### config.mk
export PLATFORM = sky130hd
export DESIGN_NAME = channel_map_table
export DESIGN_NICKNAME = d
export VERILOG_FILES = /design/src/chm_pkg.sv /design/src/channel_map_table.sv /design/src/chm_ram.sv
export SDC_FILE = /design/constraint.sdc
export NUM_CORES = 1
export LEC_CHECK = 0
export BUFFER_PORTS_ARGS = -buffer_cell sky130_fd_sc_hd__buf_2
export CAP_MARGIN = 20
export CORE_UTILIZATION = 60
export DETAILED_ROUTE_END_ITERATION = 8
export PLACE_DENSITY_LB_ADDON = 0.15
export SKIP_LAST_GASP = 1
export SLEW_MARGIN = 15
export SYNTH_ARGS = -nofsm -noshare
export SYNTH_HDL_FRONTEND = slang
export SYNTH_SLANG_ARGS = --single-unit
### constraint.sdc
create_clock -name clk -period 5.7 [get_ports clk]
set_input_delay 0 -clock clk [delete_from_list [all_inputs] [get_ports clk]]
set_output_delay 0 -clock clk [all_outputs]
set_load 0.02 [all_outputs]
### src/chm_pkg.sv
`default_nettype none

package chm_pkg;

  // default table size and the most words one command may return
  localparam int DEF_TABLE_DEPTH = 32;
  localparam int MAX_RESULTS     = 32;

  // command codes
  localparam logic [2:0] MODE_ADD   = 3'd0;
  localparam logic [2:0] MODE_DEL   = 3'd1;
  localparam logic [2:0] MODE_CLEAR = 3'd2;
  localparam logic [2:0] MODE_INDEX = 3'd3;
  localparam logic [2:0] MODE_TYPE  = 3'd4;

  // status codes
  localparam logic [1:0] STAT_DONE    = 2'd0;
  localparam logic [1:0] STAT_IGNORED = 2'd1;
  localparam logic [1:0] STAT_NOMATCH = 2'd2;
  localparam logic [1:0] STAT_ENTRY   = 2'd3;

  localparam logic [7:0] FREE_UNIT = 8'd255;

  // one table entry as stored
  typedef struct packed {
    logic [2:0] ctype;
    logic [7:0] uidx;
    logic [7:0] ulvl;
  } entry_t;

  localparam int ENTRY_W = $bits(entry_t);

  localparam entry_t FREE_ENTRY = '{ctype: 3'd0, uidx: FREE_UNIT, ulvl: FREE_UNIT};

endpackage

`default_nettype wire

### src/channel_map_table.sv
`default_nettype none

// Channel map table: maps each management channel to a type, a transport
// unit index and a unit level.
// Command channel: a command word (mode, channel_index, unit_index,
// unit_level, channel_type) is taken at a clock edge with start high and
// busy low. busy stays high until the command's last result is out.
// Result channel: each result word is on the result ports for one cycle
// with valid high; last marks the final word of a command. The receiver
// cannot stall, so every word must be taken as it comes.
// Add, delete, delete all, get by index and ignored commands give one
// result. A get by type walks the active entries through the table's
// single read port, one entry per cycle. Each match is held back until
// the next match or the end of the walk, so the final word can carry last.
// active_channels is written through cfg_write/cfg_data; the user must
// write it only while idle, and the block leaves this to the user.
// Reset: synchronous, active high; every entry reads as free (per-entry
// valid flags are cleared, so no clearing pass is needed) and
// active_channels returns to 32.
module channel_map_table import chm_pkg::*; #(
  parameter int TABLE_DEPTH = DEF_TABLE_DEPTH
) (
  input  wire logic       clk,
  input  wire logic       rst,
  input  wire logic       cfg_write,
  input  wire logic [5:0] cfg_data,
  input  wire logic       start,
  output logic            busy,
  input  wire logic [2:0] mode,
  input  wire logic [5:0] channel_index,
  input  wire logic [7:0] unit_index,
  input  wire logic [7:0] unit_level,
  input  wire logic [2:0] channel_type,
  output logic            valid,
  output logic [1:0]      status,
  output logic [4:0]      entry_index,
  output logic [2:0]      entry_type,
  output logic [7:0]      entry_unit_index,
  output logic [7:0]      entry_unit_level,
  output logic            last
);

  localparam int AW  = (TABLE_DEPTH > 1) ? $clog2(TABLE_DEPTH) : 1;
  localparam int CAP = (TABLE_DEPTH < MAX_RESULTS) ? TABLE_DEPTH : MAX_RESULTS;
  localparam logic [5:0] CAP_V = 6'(CAP);

  typedef enum logic [2:0] {
    ST_IDLE = 3'b001,
    ST_LOOK = 3'b010,
    ST_SCAN = 3'b100
  } state_t;

  state_t state;

  logic [5:0] active_channels;
  logic [5:0] count;

  // latched command word
  logic [2:0] cmd_mode;
  logic [5:0] cmd_ch;
  logic [7:0] cmd_uidx;
  logic [7:0] cmd_ulvl;
  logic [2:0] cmd_type;

  // table storage and per-entry in-use flags
  logic [TABLE_DEPTH-1:0] in_use;
  logic [AW-1:0]          rd_addr;
  logic [ENTRY_W-1:0]     rd_data;
  entry_t                 rd_entry;
  entry_t                 rd_eff;
  logic                   rd_valid;
  logic                   ram_we;
  entry_t                 ram_wdata;

  // type search walk
  logic [5:0] scan;
  logic       chk_vld;
  logic [5:0] chk_idx;
  logic       hold_vld;
  logic [4:0] hold_idx;
  entry_t     hold_entry;

  logic in_range;
  logic del_hit;
  logic type_hit;

  assign busy = (state != ST_IDLE);

  // effective count: smaller of the register, the table depth and 32
  assign count = (active_channels > CAP_V) ? CAP_V : active_channels;

  assign in_range  = (cmd_ch < count);
  assign rd_entry  = entry_t'(rd_data);
  assign rd_eff    = rd_valid ? rd_entry : FREE_ENTRY;
  assign del_hit   = rd_valid && (rd_entry.uidx == cmd_uidx) && (rd_entry.ulvl == cmd_ulvl);
  assign type_hit  = chk_vld && (rd_eff.ctype == cmd_type);

  // read address: command index at accept, walk pointer while searching
  assign rd_addr = (state == ST_SCAN) ? scan[AW-1:0] : channel_index[AW-1:0];

  // add with a real unit index writes the entry; other changes touch flags
  assign ram_we    = (state == ST_LOOK) && (cmd_mode == MODE_ADD) && in_range &&
                     (cmd_uidx != FREE_UNIT);
  assign ram_wdata = '{ctype: cmd_type, uidx: cmd_uidx, ulvl: cmd_ulvl};

  chm_ram #(
    .WIDTH (ENTRY_W),
    .DEPTH (TABLE_DEPTH)
  ) u_ram (
    .clk   (clk),
    .we    (ram_we),
    .waddr (cmd_ch[AW-1:0]),
    .wdata (ram_wdata),
    .raddr (rd_addr),
    .rdata (rd_data)
  );

  // in-use flag read alongside the table
  always_ff @(posedge clk) begin
    rd_valid <= in_use[rd_addr];
  end

  // configuration register
  always_ff @(posedge clk) begin
    if (rst) begin
      active_channels <= 6'd32;
    end else if (cfg_write) begin
      active_channels <= cfg_data;
    end
  end

  // command capture
  always_ff @(posedge clk) begin
    if (start && !busy) begin
      cmd_mode <= mode;
      cmd_ch   <= channel_index;
      cmd_uidx <= unit_index;
      cmd_ulvl <= unit_level;
      cmd_type <= channel_type;
    end
  end

  // sequencer, flags and result word
  always_ff @(posedge clk) begin
    if (rst) begin
      state    <= ST_IDLE;
      in_use   <= '0;
      valid    <= 1'b0;
      chk_vld  <= 1'b0;
      hold_vld <= 1'b0;
      scan     <= '0;
    end else begin
      valid <= 1'b0;
      unique case (state)
        ST_IDLE: begin
          if (start) begin
            state <= ST_LOOK;
          end
        end

        ST_LOOK: begin
          state            <= ST_IDLE;
          valid            <= 1'b1;
          last             <= 1'b1;
          status           <= STAT_IGNORED;
          entry_index      <= '0;
          entry_type       <= '0;
          entry_unit_index <= '0;
          entry_unit_level <= '0;
          case (cmd_mode)
            MODE_CLEAR: begin
              in_use <= '0;
              status <= STAT_DONE;
            end
            MODE_TYPE: begin
              valid    <= 1'b0;
              state    <= ST_SCAN;
              scan     <= '0;
              chk_vld  <= 1'b0;
              hold_vld <= 1'b0;
            end
            MODE_ADD: begin
              if (in_range) begin
                in_use[cmd_ch[AW-1:0]] <= (cmd_uidx != FREE_UNIT);
                status                 <= STAT_DONE;
              end
            end
            MODE_DEL: begin
              if (in_range) begin
                if (del_hit) begin
                  in_use[cmd_ch[AW-1:0]] <= 1'b0;
                  status                 <= STAT_DONE;
                end else begin
                  status <= STAT_NOMATCH;
                end
              end
            end
            MODE_INDEX: begin
              if (in_range) begin
                if (rd_valid) begin
                  status           <= STAT_ENTRY;
                  entry_index      <= cmd_ch[4:0];
                  entry_type       <= rd_entry.ctype;
                  entry_unit_index <= rd_entry.uidx;
                  entry_unit_level <= rd_entry.ulvl;
                end else begin
                  status <= STAT_NOMATCH;
                end
              end
            end
            default: begin
              status <= STAT_IGNORED;
            end
          endcase
        end

        ST_SCAN: begin
          // issue one read per cycle until the count is reached
          if (scan < count) begin
            scan    <= scan + 6'd1;
            chk_vld <= 1'b1;
            chk_idx <= scan;
          end else begin
            chk_vld <= 1'b0;
          end
          // hold each hit back until the next hit or the end of the walk so the final one can carry last
          if (type_hit) begin
            if (hold_vld) begin
              valid            <= 1'b1;
              last             <= 1'b0;
              status           <= STAT_ENTRY;
              entry_index      <= hold_idx;
              entry_type       <= hold_entry.ctype;
              entry_unit_index <= hold_entry.uidx;
              entry_unit_level <= hold_entry.ulvl;
            end
            hold_vld   <= 1'b1;
            hold_idx   <= chk_idx[4:0];
            hold_entry <= rd_eff;
          end else if (!chk_vld && !(scan < count)) begin
            state <= ST_IDLE;
            valid <= 1'b1;
            last  <= 1'b1;
            if (hold_vld) begin
              status           <= STAT_ENTRY;
              entry_index      <= hold_idx;
              entry_type       <= hold_entry.ctype;
              entry_unit_index <= hold_entry.uidx;
              entry_unit_level <= hold_entry.ulvl;
            end else begin
              status           <= STAT_NOMATCH;
              entry_index      <= '0;
              entry_type       <= '0;
              entry_unit_index <= '0;
              entry_unit_level <= '0;
            end
          end
        end

        default: begin
          state <= ST_IDLE;
        end
      endcase
    end
  end

  // a command ends only with its last word
  a_end_with_last: assert property (@(posedge clk) disable iff (rst)
    !$past(rst) && $fell(busy) |-> valid && last)
    else $error("busy dropped without a last word");

  // the last word leaves the block idle
  a_last_idle: assert property (@(posedge clk) disable iff (rst)
    valid && last |-> !busy)
    else $error("last word while still busy");

  // only returned entries of a type search come without last
  a_mid_word: assert property (@(posedge clk) disable iff (rst)
    valid && !last |-> busy && (status == STAT_ENTRY))
    else $error("word without last outside a type search");

  // words only come out of a running command
  a_word_source: assert property (@(posedge clk) disable iff (rst)
    valid |-> $past(busy))
    else $error("result word with no command running");

endmodule

`default_nettype wire

### src/chm_ram.sv
`default_nettype none

module chm_ram #(
  parameter int WIDTH = 8,
  parameter int DEPTH = 32
) (
  input  wire logic                                    clk,
  input  wire logic                                    we,
  input  wire logic [((DEPTH > 1) ? $clog2(DEPTH) : 1)-1:0] waddr,
  input  wire logic [WIDTH-1:0]                        wdata,
  input  wire logic [((DEPTH > 1) ? $clog2(DEPTH) : 1)-1:0] raddr,
  output logic      [WIDTH-1:0]                        rdata
);

  logic [WIDTH-1:0] mem [DEPTH];

  // one write port, registered read port
  always_ff @(posedge clk) begin
    if (we) begin
      mem[waddr] <= wdata;
    end
    rdata <= mem[raddr];
  end

endmodule

`default_nettype wire
# Word-level counts from Yosys, hierarchy flattened

Memory sizes are Yosys's and may differ from the RTL's. A register that Yosys moved wholly into a read port is not among the register bits.
Cells that the tools add are included.

Flip-flop bits (word level): 135
Memories kept: 1
RAM bits: 608
Output and inout bits: 29
Bits in latches: 0
Word-level logic and storage cells: 160
Memory bits (read-only): 0

Memories:

| memory    | words | width | read ports | clocked after memory_dff | wr ports | RTL line      | text |
|---|---|---|---|---|---|---|---|
| u_ram.mem | 32    | 19    | 1          | 1                        | 1        | chm_ram.sv:15 | `logic [WIDTH-1:0] mem [DEPTH];` |

Shift operators: 0
Add/subtract/negate cells: 1
Reductions and logical operators: 23
Equal/unequal tests: 23
Bitwise gates (word level): 3
$lt $le $gt $ge: 6
Multiply operators: 0
Muxes and demuxes: 79
Divide/modulo/power cells: 0

Operators with widths:

| kind               | count |
|---|---|
| $mux 8             | 14 |
| $mux 32            | 3 |
| $pmux 32 s3        | 1 |
| $mux 5             | 8 |
| $mux 3             | 11 |
| $and 32x32->32     | 1 |
| $bwmux 32          | 1 |
| $not 32->32        | 1 |
| $pmux 8 s2         | 2 |
| $mux 19            | 1 |
| $mux 6             | 3 |
| $mux 1             | 17 |
| $eq 8x8->1         | 2 |
| $reduce_and 3->1   | 5 |
| $lt 5x6->1 const B | 2 |
| $lt 6x6->1         | 2 |
| $mux 2             | 6 |
| $ne 2x2->1 const B | 6 |
| $pmux 6 s2         | 1 |
| $pmux 5 s2         | 1 |
| $eq 3x2->1 const B | 3 |
| $logic_and 1x1->1  | 9 |
| $pmux 3 s3         | 1 |
| $ne 8x8->1 const B | 1 |
| 24 further kinds   | 33 |

# Logic depth before layout (Yosys ltp)

Gate-level depths: netlist of run 1.

Depth after elaboration: 9
Mapped depth: 11
Depth with buffers taken out: 9

# Modules after synthesis

From an unflattened synthesis of run 1, not the netlist that was laid out.

Cells, all modules: 1922
Area, all modules: 30631.9 um^2

By module, submodules not included:

| module            | sequential area each (um^2) | times used | cells an instance | area an instance (um^2) |
|---|---|---|---|---|
| chm_ram           | 18637.9                     | 1          | 1346              | 24245.8 |
| channel_map_table | 3543.4                      | 1          | 576               | 6386.1 |

# Worst setup path after synthesis of run 1

Ideal clock, no wire load.

Path type: register to register
Start point: register state[1]
End point: register hold_entry[0] (netlist name), enable pin
Setup slack: 2.595 ns
Arrival time: 2.700 ns
Cell stages (with the launch flop): 9
Period minus slack after synthesis: 3.105 ns
Library setup time: 0.405 ns
Path buffers: 5
Cells stage by stage: dfxtp_1 > buf_2 > nor3b_2 > buf_2 > buf_2 > buf_2 > buf_4 > nand2_1 > nor2_1

Cells in the longest elaborated chain, start to end: 2

Ends and longest elaborated chain:

| element                    | RTL line                 | text |
|---|---|---|
| start, declared            | channel_map_table.sv:53  | `state_t state;` |
| start signal, assigned     | channel_map_table.sv:146 | `state <= ST_IDLE;` |
| start signal, assigned     | channel_map_table.sv:157 | `state <= ST_LOOK;` |
| start signal, assigned     | channel_map_table.sv:162 | `state <= ST_IDLE;` |
| $eq 3x3->1                 | channel_map_table.sv:154 | `unique case (state)` |
| $reduce_and 3->1 (no line) | n/a                      |  |
| end signal, assigned       | channel_map_table.sv:239 | `hold_entry <= rd_eff;` |
| end, declared              | channel_map_table.sv:81  | `entry_t hold_entry;` |

Every way passes these cells.
A chain may end at the register's enable or synchronous reset.

# Worst setup path in the final report of run 1

Start point: register state[2]
End point: register u_ram.rdata[16] (read register of u_ram.mem)

Cells in the longest elaborated chain, start to end: 2

Ends and longest elaborated chain:

| element       | RTL line                | text |
|---|---|---|
| $eq 3x3->1    | channel_map_table.sv:99 | `assign rd_addr = (state == ST_SCAN) ? scan[AW-1:0] : channel_index[AW-1:0];` |
| $mux 5        | channel_map_table.sv:99 |  |
| end, declared | chm_ram.sv:12           | `output logic [WIDTH-1:0] rdata` |

Every way passes these cells.

==> results of run 1 <==
## per-layer routing
metal  up-vias  share of wire (%)  GRT usage (%)
met1     10900                 40           47.0
met5         -              0.014              0
met2      1395                 46           51.0
met3       232                 10           5.33
li1       9277                  -              -
met4         2                4.2           13.8
## metrics by stage
step | power, W | hold WS [ps] | worst slack [ps] | instances
floorplan | 0.00675 | 98.9 | 2600 | 2326
detailed placement | 0.00701 | 178 | 2000 | 2988
global placement | 0.00700 | 176 | 2120 | 2988
global route | 0.0122 | 75.9 | 1710 | 3181
finish | 0.0120 | 77.9 | 1760 | 3182
CTS | 0.0120 | 52.7 | 1960 | 3179
## synth_stat cells, types with 27 or more instances
cell type and instances:
sky130_fd_sc_hd__edfxtp_1 692, sky130_fd_sc_hd__dfxtp_1 70, sky130_fd_sc_hd__o21ai_0 48, sky130_fd_sc_hd__mux2_2 30, sky130_fd_sc_hd__nand4_1 29, sky130_fd_sc_hd__nor2_1 83
sky130_fd_sc_hd__mux4_2 58, sky130_fd_sc_hd__buf_2 64, sky130_fd_sc_hd__a22o_1 33, sky130_fd_sc_hd__clkbuf_1 61, sky130_fd_sc_hd__nand2_1 285, sky130_fd_sc_hd__a21oi_1 103
sky130_fd_sc_hd__a311oi_1 27, sky130_fd_sc_hd__nor2b_1 39, sky130_fd_sc_hd__a211oi_1 74, sky130_fd_sc_hd__o22ai_1 27, sky130_fd_sc_hd__nand3_1 49, sky130_fd_sc_hd__mux2i_1 229
## final cells by class
type / count / area (sq um)
fillers: 3651 / 16900
inverters: 9 / 33.8
well taps: 696 / 871
clock inverters: 40 / 375
repair buffers: 179 / 1340
clock buffers: 103 / 2120
diodes: 1 / 2.50
multi-input cells: 1392 / 10400
flip-flops and latches: 762 / 22200
## worst max path at each step
stage | start | to | slack (ps) | cells after the start
finish | state[2]$_SDFFE_PP0P_ | u_ram.rdata[16]$_DFF_P_ | 1760 | 7
global route | state[2]$_SDFFE_PP0P_ | u_ram.rdata[16]$_DFF_P_ | 1710 | 7
CTS | state[2]$_SDFFE_PP0P_ | u_ram.rdata[16]$_DFF_P_ | 1960 | 7
detailed placement | state[2]$_SDFFE_PP0P_ | u_ram.rdata[16]$_DFF_P_ | 2000 | 7
global placement | state[1]$_SDFFE_PP0P_ | u_ram.rdata[11]$_DFF_P_ | 2120 | 7
floorplan | state[1]$_SDFFE_PP0P_ | hold_entry[0]$_SDFFCE_PN1P_ | 2600 | 8
## cells by family after synthesis
kind of cell	Yosys count	share of synthesized area (%)
simple gates	606	8.69
flops	762	66.8
fa+ha+maj	11	0.414
mux	317	11.8
compound gates	438	9.21
buf+inv	172	2.55
xor+xnor	20	0.527
## worst reg2reg max path, cell delays in order (launching register included)
cell                       delay, ps
sky130_fd_sc_hd__dfxtp_1         470
sky130_fd_sc_hd__or3b_4          720
sky130_fd_sc_hd__a21oi_4         890
sky130_fd_sc_hd__buf_12          410
sky130_fd_sc_hd__nand2_1         130
sky130_fd_sc_hd__a32oi_1         260
sky130_fd_sc_hd__o221ai_1        330
sky130_fd_sc_hd__nor4_1          590
## power groups by stage
stage          Combinational (W)  Clock [W]  Sequential [W]
3_5_place_dp            0.000671          0         0.00634
5_1_grt                 0.000756    0.00525         0.00623
4_1_cts                 0.000701    0.00503         0.00622
6_report                0.000717    0.00501         0.00623
2_1_floorplan           0.000400          0         0.00635
3_3_place_gp            0.000656          0         0.00634
## repair_timing
action,in CTS,in global routing
setup buffers,0,0
hold buffers,48,0
endpoints found under the hold margin,57,0
resized for setup,0,0
## state kept, by name, summed over array words and instances (netlist names), 8 cells and up
register,cells
cmd_uidx,8
cmd_ulvl,8
in_use,32
u_ram.mem,608
entry_unit_level,8
u_ram.rdata,19
hold_entry,19
entry_unit_index,8
==> load_flow_metrics.sql, run 1 <==
INSERT INTO impl_metrics (metric_group, metric, value, unit) VALUES
('outcome', 'status', 'finished, final reports clean', ''),
('global_route', 'grt_antenna_before_repair', '2', ''),
('global_route', 'grt_first_pass_wirelength', '135', 'mm'),
('finish', 'layout.nets', '2471', ''),
('die', 'design.core.area', '54200', 'sq um'),
('pwr', 'worst_ir_drop_on_vdd', '0.000254', 'V'),
('drt', 'totalWireLength', '92.4', 'mm'),
('pwr', 'power_switching', '0.00270', 'W'),
('yosys', 'synth_instances', '2326', ''),
('setup_path', 'path_class', 'register to register', ''),
('worst_hold_path', 'hold_path_startpoint', 'unit_level[7]', ''),
('yosys', 'yosys.area.top_type', 'sky130_fd_sc_hd__edfxtp_1', ''),
('pwr', 'internal-power', '0.00926', 'W'),
('pwr', 'power_frac_comb', '6.0', '%'),
('sta', 'share_of_the_clock_period_used_by_the_worst_path_after_layout', '69.1', '%'),
('worst_hold_path', 'hold_class', 'input pin to register', ''),
('die', 'row_count', '85', ''),
('yosys', 'ys_ff_latch', '762', ''),
('yosys', 'netlist_area', '33200', 'sq um'),
('clock_network', 'ctsRootBufferMaster', 'sky130_fd_sc_hd__clkbuf_16', ''),
('job', 'cap_viol_max_count', '0', ''),
('yosys', 'share_of_the_synthesized_area_in_the_top_cell_type', '62.5', '%'),
('sta', 'drv_slew', '0', ''),
('clock_network', 'cts_sinks', '762', ''),
('sta', 'timing.fmax', '254', 'MHz'),
('finish', 'mostFrequentLayoutCells', 'sky130_fd_sc_hd__edfxtp_1, sky130_fd_sc_hd__nand2_1, sky130_fd_sc_hd__mux2i_1', ''),
('yosys', 'synth-async-reset-ratio', '0', '%'),
('sta', 'number_of_endpoints_with_negative_hold_slack_in_the_final_report', '0', ''),
('sta', 'worst_slew_pin_slew', '1120', 'ps'),
('sta', 'finalSetupTns', '0', 'ps'),
('drt', 'detail_route.first_pass.iterations', '5', ''),
('global_route', 'globalRoute.totalOverflow', '0', ''),
('placed_design', 'placement.io_buffers', '66', ''),
('drt', 'detail-route-antenna-nets', '0', ''),
('die', 'die_area', '56300', 'sq um'),
('setup_path', 'ff2ff_path_depth', '7', ''),
('die', 'initial_core_util', '61.3', '%'),
('die', 'num_io_pins', '67', ''),
('clock_network', 'worst_skew_pair.late_latency', '630', 'ps'),
('finish', 'areaGrowthSynthToFinish', '12.5', '%'),
('pwr', 'power.sequential.fraction', '52.1', '%'),
('finish', 'finish.utilization', '68.9', '%'),
('clock_network', 'cts_buffers', '78', ''),
('drt', 'route.vias.total', '21800', ''),
('clock_network', 'path_clk_slew', '60', 'ps'),
('placed_design', 'placement.cell_area', '34400', 'sq um'),
('global_route', 'grt_start_max_net_pins', '68', ''),
('yosys', 'synth_flop_cell', 'sky130_fd_sc_hd__edfxtp_1', ''),
('setup_path', 'path_cells', 'or3b_4 > a21oi_4 > buf_12 > nand2_1 > a32oi_1 > o221ai_1 > nor4_1', ''),
('yosys', 'synth_cell_type_count', '74', ''),
('placed_design', 'gp_routability_congestion', '0.923', ''),
('sta', 'finalSetupViolations', '0', ''),
('global_route', 'first_global_vias', '20600', ''),
('global_route', 'global_route.usage.total', '33.0', '%'),
('clock_network', 'max-clock-path-buffers', '3', ''),
('yosys', 'synthesis.yosys.warnings', '0', ''),
('pwr', 'power_leakage', '12.7', 'nW'),
('sta', 'rsz0062_at_grt', 'false', ''),
('sta', 'finClkSkew', '18.7', 'ps'),
('yosys', 'synth.net_count', '2375', ''),
('pwr', 'switching_share', '22.5', '%'),
('finish', 'drive_gt1_share', '15.9', '%'),
('finish', 'final_common_cell', 'sky130_fd_sc_hd__edfxtp_1', ''),
('setup_path', 'rrSetupSlack', '1760', 'ps'),
('sta', 'worst_slew_margin_relative_to_its_limit', '23.0', '%'),
('setup_path', 'endpoint_kind', 'register', ''),
('setup_path', 'worst_r2r_endpoint', 'u_ram.rdata[16]$_DFF_P_', ''),
('setup_path', 'timing.critical_path.required', '6170', 'ps'),
('setup_path', 'timing.critical_path.fanout_max', '62', ''),
('die', 'floorplan.die.height', '237', 'um'),
('worst_hold_path', 'min_path_cells', '2', '');
Power figures use the tool's default switching activity.
==> run 2, diff against run 1 <==
--- a/config.mk
+++ b/config.mk
@@ -7,7 +7,7 @@
 export LEC_CHECK = 0
 export BUFFER_PORTS_ARGS = -buffer_cell sky130_fd_sc_hd__buf_2
 export CAP_MARGIN = 20
-export CORE_UTILIZATION = 60
+export CORE_UTILIZATION = 57
 export DETAILED_ROUTE_END_ITERATION = 8
 export PLACE_DENSITY_LB_ADDON = 0.15
 export SKIP_LAST_GASP = 1
==> constraint.sdc (replaced) <==
create_clock -name clk -period 3.55 [get_ports clk]
set_input_delay 0 -clock clk [delete_from_list [all_inputs] [get_ports clk]]
set_output_delay 0 -clock clk [all_outputs]
set_load 0.02 [all_outputs]
==> run 2 against run 1 <==
  * Cell count grew 4.1%
  * First-iteration DRC count shrank 9.7%
  * Combinational power grew 67%
  * Total power grew 63%
  * Register-to-register slack lost 1500 ps
  * Clock power grew 65%
  * Global-route usage shrank 1.4 points
  * Utilization shrank 2.9 points
  * Critical path type unchanged
  * Largest cell class unchanged
==> load_flow_metrics.sql, run 2 (synthesized netlist as in run 1, its figures left out) <==
INSERT INTO impl_metrics (metric_group, metric, value, unit) VALUES
('outcome', 'status', 'finished, final reports clean', ''),
('placed_design', 'placement.io_buffers', '66', ''),
('drt', 'avgViaCountPerCell', '6.59', ''),
('sta', 'worst_slew_pin_slew', '1070', 'ps'),
('clock_network', 'cts_tree', 'yes', ''),
('clock_network', 'path_clk_slew', '60', 'ps'),
('die', 'floorplan.die.height', '243', 'um'),
('finish', 'areaGrowthSynthToFinish', '14.6', '%'),
('die', 'design.core.area', '57700', 'sq um'),
('clock_network', 'cts_sinks', '762', ''),
('placed_design', 'dp.final_hpwl', '59.6', 'mm'),
('pwr', 'power_leakage', '13.1', 'nW'),
('pwr', 'worst_ir_drop_on_vdd', '0.000426', 'V'),
('die', 'die_width', '243', 'um'),
('setup_path', 'endpoint_kind', 'register', ''),
('clock_network', 'cts_resized', '0', ''),
('global_route', 'first_global_vias', '21100', ''),
('placed_design', 'gp_routability_congestion', '0.895', ''),
('global_route', 'grt_antenna_before_repair', '2', ''),
('drt', 'route.detailed.wl_per_inst', '28.2', 'um'),
('drt', 'drc_errors', '0', ''),
('die', 'row_count', '88', ''),
('finish', 'layout.nets', '2533', ''),
('clock_network', 'cts_hold_buf', '48', ''),
('setup_path', 'rrSetupSlack', '290', 'ps'),
('drt', 'detail_route.first_pass.iterations', '5', ''),
('drt', 'first_iter_violations', '2609', ''),
('global_route', 'grt_first_pass_wirelength', '138', 'mm'),
('pwr', 'pwr_density_cell', '512', 'nW/um^2'),
('setup_path', 'crit_path_start_kind', 'register', ''),
('sta', 'layout_min_cycle_time', '3260', 'ps'),
('job', 'cap_viol_max_count', '0', ''),
('setup_path', 'timing.critical_path.required', '4090', 'ps'),
('finish', 'layout.cell_area.non_filler', '38100', 'sq um'),
('finish', 'antenna_cells_inserted', '0', ''),
('setup_path', 'timing.critical_path.slowest_stage_cell', 'sky130_fd_sc_hd__o311ai_0', ''),
('setup_path', 'cp_num_buf_inv', '1', ''),
('sta', 'number_of_endpoints_with_negative_hold_slack_in_the_final_report', '0', ''),
('sta', 'rsz0062_at_grt', 'false', ''),
('global_route', 'grt_start_max_net_pins', '88', ''),
('setup_path', 'critical-path-top-delay-family', 'compound AO/OA/AOI/OAI gates', ''),
('worst_hold_path', 'hold_class', 'input pin to register', ''),
('drt', 'totalWireLength', '93.4', 'mm'),
('sta', 'timing.fmax', '307', 'MHz'),
('finish', 'registers.top_by_ff_count', 'u_ram.mem', ''),
('sta', 'finClkSkew', '18.3', 'ps'),
('die', 'die_area', '59300', 'sq um'),
('global_route', 'globalRoute.totalOverflow', '0', ''),
('sta', 'drv_slew', '0', ''),
('clock_network', 'worst_skew_pair.late_latency', '630', 'ps'),
('drt', 'detail-route-antenna-nets', '0', ''),
('finish', 'final_common_cell', 'sky130_fd_sc_hd__edfxtp_1', ''),
('finish', 'largest_registers_ranked_by_flip_flop_count', 'u_ram.mem x608, in_use x32', ''),
('sta', 'share_of_the_clock_period_used_by_the_worst_path_after_layout', '91.8', '%'),
('sta', 'finalSetupTns', '0', 'ps'),
('setup_path', 'crit_path_max_incr_delay', '730', 'ps'),
('die', 'initial_core_util', '57.6', '%'),
('sta', 'finalSetupViolations', '0', ''),
('setup_path', 'path_class', 'register to register', ''),
('setup_path', 'timing.critical_path.fanout_max', '25', ''),
('global_route', 'global_route.usage.total', '31.6', '%'),
('setup_path', 'worst-endpoint-arrival', '3800', 'ps'),
('finish', 'drive_gt1_share', '18.2', '%'),
('die', 'num_io_pins', '67', ''),
('drt', 'route.vias.total', '21800', ''),
('clock_network', 'max-clock-path-buffers', '3', ''),
('finish', 'largest_register_ff_count', '608', ''),
('clock_network', 'ctsRootBufferMaster', 'sky130_fd_sc_hd__clkbuf_16', ''),
('sta', 'worst_slew_margin_relative_to_its_limit', '28.5', '%'),
('clock_network', 'cts_max_level', '3', ''),
('clock_network', 'cts_buffers', '79', ''),
('finish', 'mostFrequentLayoutCells', 'sky130_fd_sc_hd__edfxtp_1, sky130_fd_sc_hd__nand2_1, sky130_fd_sc_hd__mux2i_1', ''),
('placed_design', 'placement.cell_area', '35000', 'sq um'),
('clock_network', 'postCtsSetupBuffers', '0', ''),
('setup_path', 'path_cells', 'or3b_4 > a21o_2 > buf_12 > mux2i_1 > o311ai_0 > a211oi_1 > nor4_1', '');
-- run 2: cell count changes in the layout (fill, tap and decap cells not counted), moves of 2 or more --
cell	before	now
sky130_fd_sc_hd__inv_16	2	0
sky130_fd_sc_hd__clkbuf_8	7	5
sky130_fd_sc_hd__clkbuf_1	18	15
sky130_fd_sc_hd__nor2_4	21	1
sky130_fd_sc_hd__inv_6	5	3
sky130_fd_sc_hd__clkinvlp_4	0	8
sky130_fd_sc_hd__clkbuf_16	78	82
sky130_fd_sc_hd__clkinv_1	11	5
sky130_fd_sc_hd__nor2_2	15	34
sky130_fd_sc_hd__buf_4	62	109
sky130_fd_sc_hd__buf_12	3	17
sky130_fd_sc_hd__clkinv_2	15	19
-- run 2: power by group --
part           internal, W  switching [W]
clock network      0.00479        0.00347
registers          0.00988       0.000137
logic             0.000430       0.000772
-- run 2: worst reg2reg max path: stages (launching register included) --
cell	delay [ps]
sky130_fd_sc_hd__dfxtp_1	540
sky130_fd_sc_hd__or3b_4	510
sky130_fd_sc_hd__a21o_2	540
sky130_fd_sc_hd__buf_12	280
sky130_fd_sc_hd__mux2i_1	110
sky130_fd_sc_hd__o311ai_0	730
sky130_fd_sc_hd__a211oi_1	200
sky130_fd_sc_hd__nor4_1	260
-- run 2: cell type report --
type / instances / area (sq um)
clock buffers: 102 / 2180
clock inverters: 43 / 405
fillers: 4103 / 19600
inverters: 9 / 33.8
multi-input cells: 1392 / 10300
flip-flops and latches: 762 / 22200
well taps: 765 / 957
repair buffers: 240 / 1990
-- run 2: final timing paths --
check | end | startpoint | depth (start not counted)
setup / recovery | u_ram.rdata[17]$_DFF_P_ | state[1]$_SDFFE_PP0P_ | 7
hold / removal | cmd_ulvl[1]$_DFFE_PP_ | unit_level[1] | 2
setup reg to reg | u_ram.rdata[17]$_DFF_P_ | state[1]$_SDFFE_PP0P_ | 7
hold reg to reg | hold_idx[0]$_DFFE_PP_ | chk_idx[0]$_DFFE_PP_ | 0
-- run 2: metrics by stage --
step	total power [W]	hold slack (ps)	util, %	instances	setup slack [ps]
after floorplan	0.0108	98.9	-	2326	445
after global placement	0.0113	177	60.6	3119	455
after detailed placement	0.0113	178	60.6	3119	438
after CTS	0.0195	46.6	66.0	3312	423
after global routing	0.0200	75.3	66.0	3313	198
final	0.0195	76.1	66.0	3313	289
-- run 2: metal layers --
layer  vias up  GRT usage, %  routed length, um
li1       9409             -                  -
met1     11000          44.5              37200
met2      1266          48.6              42700
met3       186          7.04              10500
met4         2          11.1               2940
met5         -             0                 12
